--- config.mk ---
export PLATFORM = sky130hd
export DESIGN_NAME = bb3_queue
export DESIGN_NICKNAME = d
export VERILOG_FILES = /design/src/hdl/bb3_pkg.sv /design/src/hdl/bb3_queue.sv
export SDC_FILE = /design/constraint.sdc
export NUM_CORES = 1
export LEC_CHECK = 0
export BUFFER_PORTS_ARGS = -buffer_cell sky130_fd_sc_hd__buf_4
export CORE_ASPECT_RATIO = 1.75
export CORE_MARGIN = 3
export CORE_UTILIZATION = 40
export DETAILED_ROUTE_END_ITERATION = 16
export GPL_TIMING_DRIVEN = 0
export HOLD_SLACK_MARGIN = 0.15
export MAX_ROUTING_LAYER = met4
export PLACE_DENSITY = 0.7
export SETUP_SLACK_MARGIN = 0.05
export SLEW_MARGIN = 30
export SYNTH_ARGS = -nofsm -noshare
export SYNTH_HDL_FRONTEND = slang
export SYNTH_SLANG_ARGS = --single-unit
--- constraint.sdc ---
create_clock -name clk -period 13.35 [get_ports clk]
set_clock_uncertainty 0.15 [all_clocks]
set_input_delay 0 -clock clk [delete_from_list [all_inputs] [get_ports clk]]
set_output_delay 0 -clock clk [all_outputs]
set_load 0.01 [all_outputs]
--- src/hdl/bb3_pkg.sv ---
// Shared types, constants and helper functions for the 3x3 box blur core.
// Used by every module of the block; depends on nothing else.
package bb3_pkg;

  // Default maximum image width and height.
  localparam int DEFAULT_MAX_WIDTH  = 1024;
  localparam int DEFAULT_MAX_HEIGHT = 1024;

  // Configuration register file.
  localparam int CFG_W     = 11;
  localparam int CFG_IDX_W = 1;
  localparam logic [CFG_IDX_W-1:0] REG_IMAGE_WIDTH  = 1'd0;
  localparam logic [CFG_IDX_W-1:0] REG_IMAGE_HEIGHT = 1'd1;
  localparam logic [CFG_W-1:0]     DIM_RESET        = 11'd1024;

  // Request codes.
  localparam logic REQ_PIXEL = 1'b0;
  localparam logic REQ_DRAIN = 1'b1;

  // Job queue between front and back.
  localparam int QUEUE_DEPTH = 2;
  localparam int QUEUE_AW    = 1;

  // Reciprocal scaling for the rounding divide.
  localparam int RECIP_SHIFT = 18;
  localparam int RECIP_W     = 18;
  localparam int SUM_W       = 12;
  localparam int CNT_W       = 4;

  typedef struct packed {
    logic       req_type;
    logic [7:0] pixel_red;
    logic [7:0] pixel_green;
    logic [7:0] pixel_blue;
  } in_item_t;

  typedef struct packed {
    logic [7:0] out_red;
    logic [7:0] out_green;
    logic [7:0] out_blue;
    logic       frame_last;
  } out_item_t;

  // Window snapshot for one output pixel; center_right set when the center
  // column sits in window column 2 (right neighbours are not present).
  typedef struct packed {
    logic [8:0][23:0] win;
    logic             center_right;
  } job_t;

  typedef enum logic {FR_IDLE, FR_WORK} front_state_t;

  // Width or height as used: zero acts as one, large values clip to the maximum.
  function automatic int eff_dim(logic [CFG_W-1:0] v, int maxv);
    int r;
    r = int'(v);
    if (r == 0) begin
      r = 1;
    end else if (r > maxv) begin
      r = maxv;
    end
    return r;
  endfunction

  // ceil(2^RECIP_SHIFT / (2*n)) for the neighbour counts that occur.
  function automatic logic [RECIP_W-1:0] recip(logic [CNT_W-1:0] n);
    logic [RECIP_W-1:0] m;
    case (n)
      4'd2:    m = 18'd65536;
      4'd3:    m = 18'd43691;
      4'd4:    m = 18'd32768;
      4'd6:    m = 18'd21846;
      4'd9:    m = 18'd14564;
      default: m = 18'd131072;
    endcase
    return m;
  endfunction

  // Rounded mean (2*s + n) / (2*n) via reciprocal multiply.
  function automatic logic [7:0] round_mean(logic [SUM_W-1:0] s, logic [CNT_W-1:0] n);
    logic [SUM_W:0] x;
    logic [SUM_W+RECIP_W:0] p;
    x = {s, 1'b0} + (SUM_W+1)'(n);
    p = (SUM_W+RECIP_W+1)'(x) * (SUM_W+RECIP_W+1)'(recip(n));
    return p[RECIP_SHIFT+7:RECIP_SHIFT];
  endfunction

endpackage

--- src/hdl/bb3_queue.sv ---
// Two-entry job queue between the front and the back of the blur core.
// Depends on bb3_pkg for the job type and depth.
module bb3_queue (
  input  logic          clk,
  input  logic          rst,
  input  logic          push,
  input  bb3_pkg::job_t push_job,
  output logic          room,
  input  logic          pop,
  output logic          not_empty,
  output bb3_pkg::job_t head
);
  import bb3_pkg::*;

  job_t                entries [QUEUE_DEPTH];
  logic [QUEUE_AW-1:0] wr_ptr;
  logic [QUEUE_AW-1:0] rd_ptr;
  logic [QUEUE_AW:0]   count;

  assign room      = count < (QUEUE_AW+1)'(QUEUE_DEPTH);
  assign not_empty = count != '0;
  assign head      = entries[rd_ptr];

  // Pointers and fill count.
  always_ff @(posedge clk) begin
    if (rst) begin
      wr_ptr <= '0;
      rd_ptr <= '0;
      count  <= '0;
    end else begin
      if (push) begin
        wr_ptr <= wr_ptr + 1'b1;
      end
      if (pop) begin
        rd_ptr <= rd_ptr + 1'b1;
      end
      if (push && !pop) begin
        count <= count + 1'b1;
      end else if (pop && !push) begin
        count <= count - 1'b1;
      end
    end
  end

  // Entry storage.
  always_ff @(posedge clk) begin
    if (push) begin
      entries[wr_ptr] <= push_job;
    end
  end

endmodule

==> metrics, run 1 <==
DP HPWL=27.0 mm; top cells by area in the synthesized netlist=edfxtp_1, mux2_4, mux2_2; ys async rst share=0; most common cell in the netlist=edfxtp_1; Yosys reg bits=439; Synth cell types=17; Site Rows=97; Mapped Cells=697; post-CTS sizing=0; number of synthesized flops with an enable pin=434; First Err=[ERROR RSZ-0060] Max buffer count reached.; yosys warns=0; Avg Inst Size Synth=23.5 sq um; Synth Flop Type=edfxtp_1; htree depth=2; clock sink count=439; Starting Density=0.407; count of input and output buffers=439; IO Pins=440; Post-Syn Area=16400 sq um; Longest Clk Path Bufs=3; Last stage=clock tree synthesis (4_1_cts); gpl congestion=0.778; top cell type's share of synthesized area=0.797; dpl ws=11.11 ns; number of buffers added for setup after CTS=0; cts hold-fix bufs=354; status=did not finish; post-synthesis sequential area ratio=0.803; Die W=159 um; Root Buffer=clkbuf_16; TritonCTS Buffers=41; top cells by count, synth=edfxtp_1, mux2_4, mux2_2; Mapped Nets=919; dominant cell type by area after synthesis=edfxtp_1; DIE HEIGHT=273 um
## per-stage QoR
stage | setup TNS (ns) | instance area (sq um) | hold slack [ns] | instances
global placement | -683.56 | 20300 | 0.0347 | 1680
floorplan | 0 | 16400 | -0.0809 | 697
detailed placement | 0 | 20800 | 0.0375 | 1697
## kinds of logic after synthesis
group,Yosys count,synth area share
AO/OA/AOI/OAI,2,0.000612
XOR/XNOR,4,0.00214
adder cells (fa/ha/maj),1,0.000765
buffers and inverters,26,0.0139
flip-flops,439,0.803
multiplexers,217,0.177
AND/OR/NAND/NOR,8,0.00245
==> run 2, diff against run 1 <==
- CORE_ASPECT_RATIO: 1.75 -> default
- CORE_UTILIZATION: 40 -> 25
- HOLD_SLACK_MARGIN: 0.15 -> default
- MAX_ROUTING_LAYER: met4 -> default
- PLACE_DENSITY: 0.7 -> default
- PLACE_DENSITY_LB_ADDON: default -> 0.15
- SETUP_SLACK_MARGIN: 0.05 -> default
==> run 2 against run 1 <==
The run now ends clean. Synthesized cell count unchanged. Area after synthesis is the same.
==> metrics, run 2 <==
status=completed; CTS tree=yes; routed vias/inst=3.92; number of synthesized flops with an enable pin=434 (unchanged); Synth cell types=17 (unchanged); Worst VDD drop=0.101 mV; critical path arrival=2.56 ns; setup violators final=0; post-CTS sizing=0 (unchanged); dominant cell type by area after synthesis=edfxtp_1; period utilization=0.183; hold_ws=0.0375 ns; clock sink count=439 (unchanged); Largest Register=entries; Die W=262 um (+65%); Post-Syn Area=16400 sq um (unchanged); Yosys reg bits=439 (unchanged); DIE HEIGHT=262 um (-4.3%); vias in the first global route=10.4k; CP max FO=18; IO Pins=440 (unchanged); htree depth=2 (unchanged); layout cells sized above 1=0.469; Critical Path Source Type=flop; initial drt markers=353; LEAKAGE=10.3 nW; critical path class=flop to flop; initial antenna violation count=5; Nets=1818; Longest Clk Path Bufs=3 (unchanged); number of buffers added for setup after CTS=0 (unchanged); yosys warns=0 (unchanged); CP most frequent cell=buf_16; Routed Antenna Nets=0; core area=64600 sq um; post-synthesis sequential area ratio=0.803 (unchanged); Crit path max-delay family=buffers and inverters; Layout fillers=5960; Pre-Repair DR Iteration Count=4; pwr dens=132 nW/um^2; DRC=0; ys async rst share=0 (unchanged); crit path cell chain=nor2b_4, buf_16, buf_16, buf_16, buf_16, buf_16, buf_16; count of input and output buffers=439 (unchanged); fin crit period=2.44 ns; Worst Hold Class=primary input to flop; global-route wire length before repair=61.0 mm; CP max stage delay=0.50 ns; Slew Limit Fails=0; Avg Inst Size Synth=23.5 sq um (unchanged); Site Rows=93 (-4.1%); latest clock arrival within the worst-skew pair=0.57 ns; TritonCTS Buffers=52 (+27%); Area growth syn-to-layout=63.3%; Rel. slew slack=0.605; Avg WL per Cell=16.6 um; GRT Total Usage=0.116; Max Fclk=410 MHz; largest registers=entries x434, count x2; cts hold-fix bufs=386 (+9.0%); Mapped Cells=697 (unchanged); gpl congestion=0.678 (-13%); top cells by count, synth=edfxtp_1, mux2_4, mux2_2; WP buf/inv=6; most common cell in the netlist=edfxtp_1; final instance area=26700 sq um; Clk pin slew, worst setup/hold paths=0.06 ns; via count=9733; Fin. Hold Viols=0; top cell type's share of synthesized area=0.797 (unchanged); area post-placement=21300 sq um (+2.4%); Total Wirelength=41.3 mm; max cap viols=0; DP HPWL=28.2 mm (+4.3%); pin count of the biggest net entering global routing=41; Least-Margin Pin Slew=0.592 ns; Synth Flop Type=edfxtp_1; RSZ-0062 raised after global routing=false; die area=68500 sq um; Starting Density=0.253 (-0.154); CP Capture Type=flop; most common cell after layout, fill and taps aside=buf_4; total grt overflow=0; top cells by area in the synthesized netlist=edfxtp_1, mux2_4, mux2_2; most frequent cells in the layout=buf_4, edfxtp_1, dlygate4sd3_1, mux2_4, mux2_2; max reg flops=434; Root Buffer=clkbuf_16; Slowest cell on crit path=nor2b_4; Critical Path RT=13.47 ns; Mapped Nets=919 (unchanged)
run 2: cell counts after synthesis:
No cell type changed its count.
run 2: path summary, 6_finish.rpt:
path / startpoint / end / slack (ns) / cells past startpoint
max: wr_ptr / entries[0][86] / 10.91 / 7
min reg2reg: count[1] / count[1] / 0.36 / 2
max reg2reg: wr_ptr / entries[0][86] / 10.91 / 7
min: push_job[134] / entries[1][134] / 0.04 / 2
run 2: where the power goes:
group | switching (mW) | leakage (nW) | internal [mW] | total [mW]
Sequential | 0.0171 | 4.11 | 1.61 | 1.63
Combinational | 0.228 | 5.41 | 0.334 | 0.562
Clock | 0.525 | 0.765 | 0.814 | 1.34
Total | 0.769 | 10.3 | 2.76 | 3.53
run 2: cells by family after synthesis:
| group | count (synthesis) | synth area share |
|---|---|---|
| simple gates | 8 | 0.00245 |
| xor+xnor | 4 | 0.00214 |
| mux | 217 | 0.177 |
| buf+inv | 26 | 0.0139 |
| compound gates | 2 | 0.000612 |
| flops | 439 | 0.803 |
| fa+ha+maj | 1 | 0.000765 |
run 2: area by class of cell:
| cell class | count | area, sq um | share of cell area |
|---|---|---|---|
| antenna | 1 | 2.50 | 0.0000937 |
| clock buffer | 68 | 1380 | 0.0518 |
| timing repair buffer | 845 | 7690 | 0.288 |
| inverter | 2 | 7.51 | 0.000281 |
| sequential | 439 | 13100 | 0.492 |
| buffer | 24 | 220 | 0.00824 |
| clock inverter | 18 | 205 | 0.00768 |
| tap | 855 | 1070 | 0.0401 |
| multi-input combinational | 232 | 3000 | 0.112 |
run 2: through the flow:
stage | util | setup slack [ns] | power, mW | setup TNS (ns) | cells
2_1_floorplan | - | 2.48 | 1.90 | 0 | 697
3_3_place_gp | 0.321 | -5.29 | 2.15 | -1139.64 | 1991
3_5_place_dp | 0.329 | 10.86 | 2.14 | 0 | 2011
4_1_cts | 0.414 | 10.85 | 3.60 | 0 | 2483
5_1_grt | 0.414 | 10.76 | 3.69 | 0 | 2484
6_report | 0.414 | 10.91 | 3.53 | 0 | 2484
run 2: per-layer routing:
layer | vias to the layer above | track usage | wire length (um)
li1 | 4601 | - | -
met1 | 4787 | 0.130 | 15600
met2 | 272 | 0.206 | 21400
met3 | 67 | 0.0434 | 3350
met4 | 6 | 0.0331 | 939
met5 | - | 0 | 34
Power figures use the tool's default switching activity.
