## src/hdl/bb3_pkg.sv

```systemverilog
// Shared types, constants and helper functions for the 3x3 box blur core.
// Used by every module of the block; depends on nothing else.
package bb3_pkg;

  // Default maximum image width and height.
  localparam int DEFAULT_MAX_WIDTH  = 1024;
  localparam int DEFAULT_MAX_HEIGHT = 1024;

  // Configuration register file.
  localparam int CFG_W     = 11;
  localparam int CFG_IDX_W = 1;
  localparam logic [CFG_IDX_W-1:0] REG_IMAGE_WIDTH  = 1'd0;
  localparam logic [CFG_IDX_W-1:0] REG_IMAGE_HEIGHT = 1'd1;
  localparam logic [CFG_W-1:0]     DIM_RESET        = 11'd1024;

  // Request codes.
  localparam logic REQ_PIXEL = 1'b0;
  localparam logic REQ_DRAIN = 1'b1;

  // Job queue between front and back.
  localparam int QUEUE_DEPTH = 2;
  localparam int QUEUE_AW    = 1;

  // Reciprocal scaling for the rounding divide.
  localparam int RECIP_SHIFT = 18;
  localparam int RECIP_W     = 18;
  localparam int SUM_W       = 12;
  localparam int CNT_W       = 4;

  typedef struct packed {
    logic       req_type;
    logic [7:0] pixel_red;
    logic [7:0] pixel_green;
    logic [7:0] pixel_blue;
  } in_item_t;

  typedef struct packed {
    logic [7:0] out_red;
    logic [7:0] out_green;
    logic [7:0] out_blue;
    logic       frame_last;
  } out_item_t;

  // Window snapshot for one output pixel; center_right set when the center
  // column sits in window column 2 (right neighbours are not present).
  typedef struct packed {
    logic [8:0][23:0] win;
    logic             center_right;
  } job_t;

  typedef enum logic {FR_IDLE, FR_WORK} front_state_t;

  // Width or height as used: zero acts as one, large values clip to the maximum.
  function automatic int eff_dim(logic [CFG_W-1:0] v, int maxv);
    int r;
    r = int'(v);
    if (r == 0) begin
      r = 1;
    end else if (r > maxv) begin
      r = maxv;
    end
    return r;
  endfunction

  // ceil(2^RECIP_SHIFT / (2*n)) for the neighbour counts that occur.
  function automatic logic [RECIP_W-1:0] recip(logic [CNT_W-1:0] n);
    logic [RECIP_W-1:0] m;
    case (n)
      4'd2:    m = 18'd65536;
      4'd3:    m = 18'd43691;
      4'd4:    m = 18'd32768;
      4'd6:    m = 18'd21846;
      4'd9:    m = 18'd14564;
      default: m = 18'd131072;
    endcase
    return m;
  endfunction

  // Rounded mean (2*s + n) / (2*n) via reciprocal multiply.
  function automatic logic [7:0] round_mean(logic [SUM_W-1:0] s, logic [CNT_W-1:0] n);
    logic [SUM_W:0] x;
    logic [SUM_W+RECIP_W:0] p;
    x = {s, 1'b0} + (SUM_W+1)'(n);
    p = (SUM_W+RECIP_W+1)'(x) * (SUM_W+RECIP_W+1)'(recip(n));
    return p[RECIP_SHIFT+7:RECIP_SHIFT];
  endfunction

endpackage

```

## src/hdl/bb3_back.sv

```systemverilog
// Back end: takes blur jobs, sums the in-image neighbours, divides with
// rounding and presents the output transaction. Uses bb3_pkg.
module bb3_back #(
  parameter int MAX_WIDTH  = bb3_pkg::DEFAULT_MAX_WIDTH,
  parameter int MAX_HEIGHT = bb3_pkg::DEFAULT_MAX_HEIGHT
) (
  input  logic                              clk,
  input  logic                              rst,
  input  logic                              restart,
  input  logic [$clog2(MAX_WIDTH+1)-1:0]    w_eff,
  input  logic [$clog2(MAX_HEIGHT+1)-1:0]   h_eff,
  input  logic                              q_not_empty,
  input  bb3_pkg::job_t                     q_head,
  output logic                              pop,
  output logic                              out_valid,
  input  logic                              out_stall,
  output bb3_pkg::out_item_t                out_data
);
  import bb3_pkg::*;

  localparam int AW = $clog2(MAX_WIDTH);
  localparam int HW = $clog2(MAX_HEIGHT+1);

  logic [AW-1:0]    out_col;
  logic [HW-1:0]    out_row;
  logic [8:0]       nb_ok;
  logic [SUM_W-1:0] sum_r, sum_g, sum_b;
  logic [CNT_W-1:0] nb_cnt;
  logic             is_last;

  logic             s1_valid;
  logic [SUM_W-1:0] s1_r, s1_g, s1_b;
  logic [CNT_W-1:0] s1_n;
  logic             s1_last;
  logic             s2_valid;
  out_item_t        s2_data;
  logic             s2_load;
  logic             out_take;

  // Neighbour mask from the output position and window alignment.
  always_comb begin
    logic row_up, row_dn, col_lf, col_rt;
    row_up = out_row != '0;
    row_dn = (32'(out_row) + 32'd1) < 32'(h_eff);
    col_lf = out_col != '0;
    col_rt = ((32'(out_col) + 32'd1) < 32'(w_eff)) && !q_head.center_right;
    for (int k = 0; k < 3; k++) begin
      logic row_ok;
      row_ok = (k == 0) ? row_up : ((k == 2) ? row_dn : 1'b1);
      if (q_head.center_right) begin
        nb_ok[k*3+0] = 1'b0;
        nb_ok[k*3+1] = row_ok && col_lf;
        nb_ok[k*3+2] = row_ok;
      end else begin
        nb_ok[k*3+0] = row_ok && col_lf;
        nb_ok[k*3+1] = row_ok;
        nb_ok[k*3+2] = row_ok && col_rt;
      end
    end
  end

  // Channel sums over the selected neighbours.
  always_comb begin
    sum_r = '0;
    sum_g = '0;
    sum_b = '0;
    for (int i = 0; i < 9; i++) begin
      if (nb_ok[i]) begin
        sum_r = sum_r + SUM_W'(q_head.win[i][23:16]);
        sum_g = sum_g + SUM_W'(q_head.win[i][15:8]);
        sum_b = sum_b + SUM_W'(q_head.win[i][7:0]);
      end
    end
    nb_cnt  = CNT_W'($countones(nb_ok));
    is_last = (32'(out_row) + 32'd1 == 32'(h_eff)) &&
              (32'(out_col) + 32'd1 == 32'(w_eff));
  end

  // Pipeline flow control.
  assign out_take  = s2_valid && !out_stall;
  assign s2_load   = s1_valid && (!s2_valid || !out_stall);
  assign pop       = q_not_empty && (!s1_valid || s2_load);
  assign out_valid = s2_valid;
  assign out_data  = s2_data;

  // Control registers: stage valids and output position.
  always_ff @(posedge clk) begin
    if (rst) begin
      s1_valid <= 1'b0;
      s2_valid <= 1'b0;
      out_col  <= '0;
      out_row  <= '0;
    end else begin
      if (pop) begin
        s1_valid <= 1'b1;
      end else if (s2_load) begin
        s1_valid <= 1'b0;
      end
      if (s2_load) begin
        s2_valid <= 1'b1;
      end else if (out_take) begin
        s2_valid <= 1'b0;
      end
      if (restart) begin
        out_col <= '0;
        out_row <= '0;
      end else if (pop) begin
        if (is_last) begin
          out_col <= '0;
          out_row <= '0;
        end else if ((32'(out_col) + 32'd1) >= 32'(w_eff)) begin
          out_col <= '0;
          out_row <= out_row + 1'b1;
        end else begin
          out_col <= out_col + 1'b1;
        end
      end
    end
  end

  // Payload registers: sums, then rounded means.
  always_ff @(posedge clk) begin
    if (pop) begin
      s1_r    <= sum_r;
      s1_g    <= sum_g;
      s1_b    <= sum_b;
      s1_n    <= nb_cnt;
      s1_last <= is_last;
    end
    if (s2_load) begin
      s2_data.out_red    <= round_mean(s1_r, s1_n);
      s2_data.out_green  <= round_mean(s1_g, s1_n);
      s2_data.out_blue   <= round_mean(s1_b, s1_n);
      s2_data.frame_last <= s1_last;
    end
  end

endmodule
```

## config.mk

```make
export PLATFORM = sky130hd
export DESIGN_NAME = bb3_back
export DESIGN_NICKNAME = d
export VERILOG_FILES = /design/src/hdl/bb3_pkg.sv /design/src/hdl/bb3_back.sv
export SDC_FILE = /design/constraint.sdc
export NUM_CORES = 2
export LEC_CHECK = 0
export CAP_MARGIN = 20
export CORE_MARGIN = 5
export CORE_UTILIZATION = 44
export CTS_BUF_LIST = sky130_fd_sc_hd__clkbuf_16
export DETAILED_ROUTE_END_ITERATION = 16
export DONT_BUFFER_PORTS = 1
export GPL_ROUTABILITY_DRIVEN = 0
export PLACE_DENSITY = 0.69
export SYNTH_ARGS = -nofsm -noshare
export SYNTH_HDL_FRONTEND = slang
export SYNTH_SLANG_ARGS = --single-unit
```

## constraint.sdc

```tcl
create_clock -name clk -period 11.1 [get_ports clk]
set_input_delay 0 -clock clk [delete_from_list [all_inputs] [get_ports clk]]
set_output_delay 0 -clock clk [all_outputs]
set_load 0.005 [all_outputs]
```

### Word level (Yosys, flattened, before mapping)

Cells that the tools add are included.

* register bits after elaboration: 89
* bits of input ports: 244
* output and inout bits: 27
* logic and storage cells: 127

* $lt $le $gt $ge: 3
* equal/unequal tests: 7
* add/sub/neg operators: 39
* reductions and logical operators: 22
* muxes and demuxes: 40
* multiply operators: 3

Operator list (count)
* adder 12 x 8 -> 12 bit: 24
* two-way mux 12 bit: 24
* case mux 18 bit (5 select lines): 1
* multiplier 13 x 18 -> 26 bit: 3
* less-than comparator 32 x 11 -> 1 bit: 2
* adder 13 x 4 -> 13 bit: 3
* == test 32 x 11 -> 1 bit: 1
* two-way mux 8 bit: 3
* two-way mux 11 bit: 2
* two-way mux 10 bit: 2
* two-way mux 18 bit: 1
* adder 11 x 1 -> 12 bit (second input constant): 1
* == test 12 x 11 -> 1 bit: 1
* adder 10 x 1 -> 11 bit (second input constant): 1
* adder 11 x 1 -> 11 bit (second input constant): 1
* >= comparator 11 bit: 1
* nonzero test 11 bit: 1
* adder 10 x 1 -> 10 bit (second input constant): 1
* nonzero test 10 bit: 1
* logical AND 1 bit: 9
* two-way mux 3 bit: 3
* adder 1 x 1 -> 2 bit: 4
* == test 4 x 2 -> 1 bit (second input constant): 2
* == test 4 x 3 -> 1 bit (second input constant): 2
* 10 further kinds: 20

### Depth between registers and ports, before layout

* depth in word-level cells: 22
* mapped depth: 54
* mapped depth without buffers: 52

### Worst setup path before layout

Ideal clock, no wire load.

* path type: flip-flop to flip-flop
* start point: register out_col[0]
* end point: register s1_b[11], data pin
* path slack: 1.428 ns
* path buffers: 2
* period minus slack after synthesis: 9.672 ns
* stages on the path, launching flop included: 54
* setup time: 0.265 ns
* data required time: 10.835 ns
* arrival: 9.407 ns
* path through: dfxtp_1 > inv_1 > ha_1 > nor2b_1 > a31oi_1 > clkbuf_1 > clkbuf_1 > and3_1 > ha_1 > inv_1 > fa_1 > nor2_1 > ha_1 > a21o_1 > a21oi_1 > nor2b_1 > o31a_1 > a21oi_1 > [18 not listed] > ha_1 > a21boi_0 > a21oi_1 > mux2_2 > ha_1 > a21oi_1 > xnor2_1 > nor2_1 > a21oi_1 > ha_1 > o21ai_0 > a21oi_1 > o21ai_0 > nand2b_1 > nand2_1 > a311oi_1 > a211oi_1 > xor2_1

* cells in the longest elaborated chain, start to end: 20
* elaborated cells on any way between the ends: 28
* classes of those cells: 9 x add/sub; 1 x order compare; 12 x mux; 6 x reduce/logical

Ends and longest elaborated chain
* start, declared: RTL line bb3_back.sv:24 `logic [AW-1:0] out_col;`
* start signal, assigned: RTL line bb3_back.sv:115 `out_col <= out_col + 1'b1;`
* nonzero test 10 bit: RTL line bb3_back.sv:45 `col_lf = out_col != '0;`
* logical AND 1 bit: RTL line bb3_back.sv:52, bb3_back.sv:55
* two-way mux 3 bit: RTL line bb3_back.sv:50 `if (q_head.center_right) begin`
* two-way mux 8 bit: RTL line bb3_back.sv:68 `if (nb_ok[i]) begin`
* adder 12 x 8 -> 12 bit: RTL line bb3_back.sv:71 `sum_b = sum_b + SUM_W'(q_head.win[i][7:0]);`
* two-way mux 12 bit: RTL line bb3_back.sv:68
* adder 12 x 8 -> 12 bit: RTL line bb3_back.sv:71
* two-way mux 12 bit: RTL line bb3_back.sv:68
* [5 not listed]
* two-way mux 12 bit: RTL line bb3_back.sv:68
* adder 12 x 8 -> 12 bit: RTL line bb3_back.sv:71
* two-way mux 12 bit: RTL line bb3_back.sv:68
* adder 12 x 8 -> 12 bit: RTL line bb3_back.sv:71
* two-way mux 12 bit: RTL line bb3_back.sv:68
* adder 12 x 8 -> 12 bit: RTL line bb3_back.sv:71
* two-way mux 12 bit (*): RTL line bb3_back.sv:68
* net sum_b[11]: RTL line bb3_back.sv:27 `logic [SUM_W-1:0] sum_r, sum_g, sum_b;`
* end signal, assigned: RTL line bb3_back.sv:126 `s1_b <= sum_b;`
* end, declared: RTL line bb3_back.sv:32 `logic [SUM_W-1:0] s1_r, s1_g, s1_b;`

The timed path passes the listed nets; every way through them passes the cells marked *.
A chain may end at the register's enable or synchronous reset.

### Final worst setup path

* start point: register out_col[0]
* end point: register s1_r[11], data pin

* cells in the longest elaborated chain, start to end: 20
* elaborated cells on any way between the ends: 28
* classes of those cells: 9 x add/sub; 1 x order compare; 12 x mux; 6 x reduce/logical

Ends and longest elaborated chain
* nonzero test 10 bit: RTL line bb3_back.sv:45
* logical AND 1 bit: RTL line bb3_back.sv:52, bb3_back.sv:55
* two-way mux 3 bit: RTL line bb3_back.sv:50
* two-way mux 8 bit: RTL line bb3_back.sv:68
* adder 12 x 8 -> 12 bit: RTL line bb3_back.sv:69 `sum_r = sum_r + SUM_W'(q_head.win[i][23:16]);`
* two-way mux 12 bit: RTL line bb3_back.sv:68
* adder 12 x 8 -> 12 bit: RTL line bb3_back.sv:69
* two-way mux 12 bit: RTL line bb3_back.sv:68
* [5 not listed]
* two-way mux 12 bit: RTL line bb3_back.sv:68
* adder 12 x 8 -> 12 bit: RTL line bb3_back.sv:69
* two-way mux 12 bit: RTL line bb3_back.sv:68
* adder 12 x 8 -> 12 bit: RTL line bb3_back.sv:69
* two-way mux 12 bit: RTL line bb3_back.sv:68
* adder 12 x 8 -> 12 bit: RTL line bb3_back.sv:69
* two-way mux 12 bit (*): RTL line bb3_back.sv:68
* net sum_r[11]: RTL line bb3_back.sv:27
* end signal, assigned: RTL line bb3_back.sv:124 `s1_r <= sum_r;`
* end, declared: RTL line bb3_back.sv:32

Marks and branches as above.

==> metrics.cfg <==
[placement]
placed_cell_area_sq_mm=0.03238
preCtsSetupSlack_ns=0.8992
dp_hpwl_mm=75.34
port_buffers=0

[pwr]
p_leak_uw=0.01663
power_uw=6045
ir_drop_mv=0.1652
power.density_mw_per_mm2=184.1

[clock_network]
ctsHtreeMaxLevel=3
clkLatencyLatePin_ns=0.41
clk_pin_slew_ns=0.09
cts_buffers=9
clk_path_buf_depth=2
tritoncts=built
clock_sinks=89
cts_root_buf=clkbuf_16

[timing]
slew_viol_final=0
final_hold_viol_count=0
fin_skew_ns=0.02553
fin_crit_sh=0.9199
relSlewSlack=0.3192
finalSetupTns_ns=0
grt_setup_unrepaired=false
worst_slack_ns=0.8886
fin_crit_ns=10.21
tightestPinTransition_ns=1.019
setup_violations=0
fmax_ghz=0.09793

[routing]
ant_nets=0
drcViolationCount=0
via_count=24290
wl_per_cell_um=18.78
vias_per_cell=5.343
first_pass_iters=8
routed_wl_mm=85.37
first_iter_violations=1310

[floorplanning]
dieArea_sq_mm=0.07633
io_pins=271
std_cell_rows=97
fp.dieH_um=276.3
core_sq_mm=0.07015
start_util=0.4447
die_w_um=276.3

[synth]
yosys.area.top_type=fa_1
ys_warn_count=0
ys.flop_type=edfxtp_1
synthCells=3607
synthArstFlopShare=0
seq_area_frac_synth=0.07828
synthTopCellsByArea=fa_1, ha_1, inv_1
synth_top_area_frac=0.3074
synth_seq_cells=89
ys_types=87
synth_edf_count=66
syn_area_per_cell_sq_um=8.649
netlist_area_sq_mm=0.03120

[critical_path]
timing.rr.start=out_col[0]
cp_max_fo=29
cpPeakStageDelay_ns=0.51
start_kind=flip-flop
cp.arrival_ns=10.35
cp.required_ns=11.24
path_common_cell=ha_1
reg2reg_depth=46
regToRegSetupSlack_ns=0.89
critical_path.slowest_cell=fa_1
end_kind=flip-flop
r2r_end=s1_r[11]
crit_type=reg -> reg

[final_layout]
multiInputGateArea_sq_mm=0.02594
nNetsFinal=4701
fillers=6851
seqCellArea_sq_mm=0.002445
post-route-cell-area_sq_mm=0.03283
area_growth_syn_to_layout_pct=5.221
drive_gt1_frac=0.04086

[global_routing]
grtUsageTotal=0.2209
grt_overflow=0
grt_first_pass_wirelength_mm=135.2
grt_pass1_vias=24540
antenna_found_initial=13
grt_max_degree=55

[flow_run]
maxCapViolCount=0

[outcome]
status=finished clean

[worst_hold_path]
hold_path_end=out_data[0]
min_path_type=in -> reg
min-delay-start=out_stall
whs_path_depth=1

-- routing by layer --
metal,up-vias,global-route usage,wire length (um)
met3,108,0.05028,6050
met5,-,0,21
met1,11750,0.2751,35040
met4,4,0.05058,2045
li1,11720,-,-
met2,709,0.3921,42210
-- layout make-up --
type	instances	share of cell area
well taps	940	0.03583
flip-flops and latches	89	0.07447
clock inverters	7	0.002630
repair buffers	39	0.009719
multi-input cells	2759	0.7902
clock buffers	9	0.006861
diodes	8	0.0006098
inverters	695	0.07966
-- how the worst max path moves through the flow --
stage	from	endpoint	slack (ns)
3_5_place_dp	out_row[0]	s1_b[11]	0.90
2_1_floorplan	out_col[0]	s1_b[11]	1.43
4_1_cts	out_row[0]	s1_b[11]	0.80
6_report	out_col[0]	s1_r[11]	0.89
5_1_grt	out_col[0]	s1_g[11]	0.01
3_3_place_gp	out_col[0]	s1_g[11]	1.15
-- kinds of logic (layout without fill, tap and decap cells) --
group / count (synthesis) / count (layout) / synth area share
compound gates: 668 / 668 / 0.1357
xor+xnor: 239 / 239 / 0.06954
fa+ha+maj: 864 / 864 / 0.4618
buf+inv: 769 / 750 / 0.09324
flops: 89 / 89 / 0.07828
mux: 64 / 64 / 0.02246
other cells: 2 / 20 / 0.0002407
simple gates: 912 / 912 / 0.1388
-- worst max-delay path: cells and delay by family, from the launching register on --
family                     cells  cell delay, ns
and+or+nand+nor               11            1.85
DFF                            1            0.38
buffers and inverters          5            0.63
AOI/OAI and AO/OA             18            3.36
adders and majority gates     10            3.35
xor gates and xnor gates       2            0.37
-- synthesized netlist by cell type (7+ instances only) --
master and count:
inv_1 691, fa_1 479, ha_1 385, nor2_1 330, nand2_1 227, a21oi_1 199, o21ai_0 151, xnor2_1 149
xor2_1 84, a21o_1 77, edfxtp_1 66, clkbuf_1 58, and3_1 57, o21a_1 52, mux2_2 48, nor2b_1 48
nand3_1 45, and2_1 41, nor3_1 37, nand2b_1 36, o21bai_1 26, dfxtp_1 23, o31ai_1 21, a211oi_1 16
mux2i_1 16, or2_2 16, a21boi_0 14, o31a_1 13, or3_1 13, o211ai_1 11, nand4_1 10, o22ai_1 10
buf_1 9, and4_1 8, nand3b_1 8, a31oi_1 7, nor4b_1 7
-- stage by stage --
| stage | instances | hold slack, ns | utilization |
|---|---|---|---|
| detailed placement | 4513 | 0.07441 | 0.4616 |
| CTS | 4538 | 0.001488 | 0.4673 |
| global route | 4539 | 0.02499 | 0.4677 |
| floorplan | 3617 | 0.06907 | - |
| finish | 4546 | 0.02073 | 0.4680 |
| global placement | 4513 | 0.07128 | 0.4616 |
-- where the power goes --
group / leakage [uW] / internal (uW) / total [uW] / switching (uW)
clock network: 0.000150 / 161 / 335 / 174
logic: 0.0157 / 2130 / 5030 / 2900
registers: 0.000828 / 598 / 683 / 84.3
-- placed cells by master, fill, tap and decap left out, types with 7 or more instances in the layout --
| master | count |
|---|---|
| xor2_1 | 84 |
| nand3b_1 | 8 |
| mux2_2 | 48 |
| or3_1 | 13 |
| or2_2 | 16 |
| diode_2 | 8 |
| a211oi_1 | 16 |
| o31ai_1 | 21 |
| o21ai_0 | 151 |
| edfxtp_1 | 66 |
| mux2i_1 | 16 |
| and4_1 | 8 |
| o21a_1 | 52 |
| o22ai_1 | 10 |
| fa_1 | 479 |
| clkbuf_16 | 9 |
| nand4_1 | 10 |
| nand2_1 | 227 |
| a21o_1 | 77 |
| nor2_1 | 326 |
| nor3_1 | 36 |
| nor2b_1 | 47 |
| dfxtp_1 | 21 |
| xnor2_1 | 149 |
| o21bai_1 | 26 |
| o31a_1 | 13 |
| nor4b_1 | 7 |
| a21oi_1 | 197 |
| nand3_1 | 45 |
| inv_1 | 690 |
| nand2b_1 | 36 |
| o211ai_1 | 11 |
| and3_1 | 57 |
| buf_4 | 29 |
| a21boi_0 | 12 |
| conb_1 | 12 |
| ha_1 | 385 |
| dlygate4sd3_1 | 9 |
| and2_1 | 41 |
-- state kept, by name, indices dropped and copies added, names as in the netlist --
signal / count
s1_b: 12
out_col: 10
out_valid: 1
s1_r: 12
s1_last: 1
s1_g: 12
s1_n: 4
s1_valid: 1
out_data: 25
out_row: 11
-- timing repair --
action                                  CTS  global route
resized for setup                         0            10
buffers inserted                          0             0
endpoints found under the setup margin    0             1
hold buffers                              9             0
endpoints found under the hold margin     9             0
Note: power is estimated with default switching activity, not from simulation.
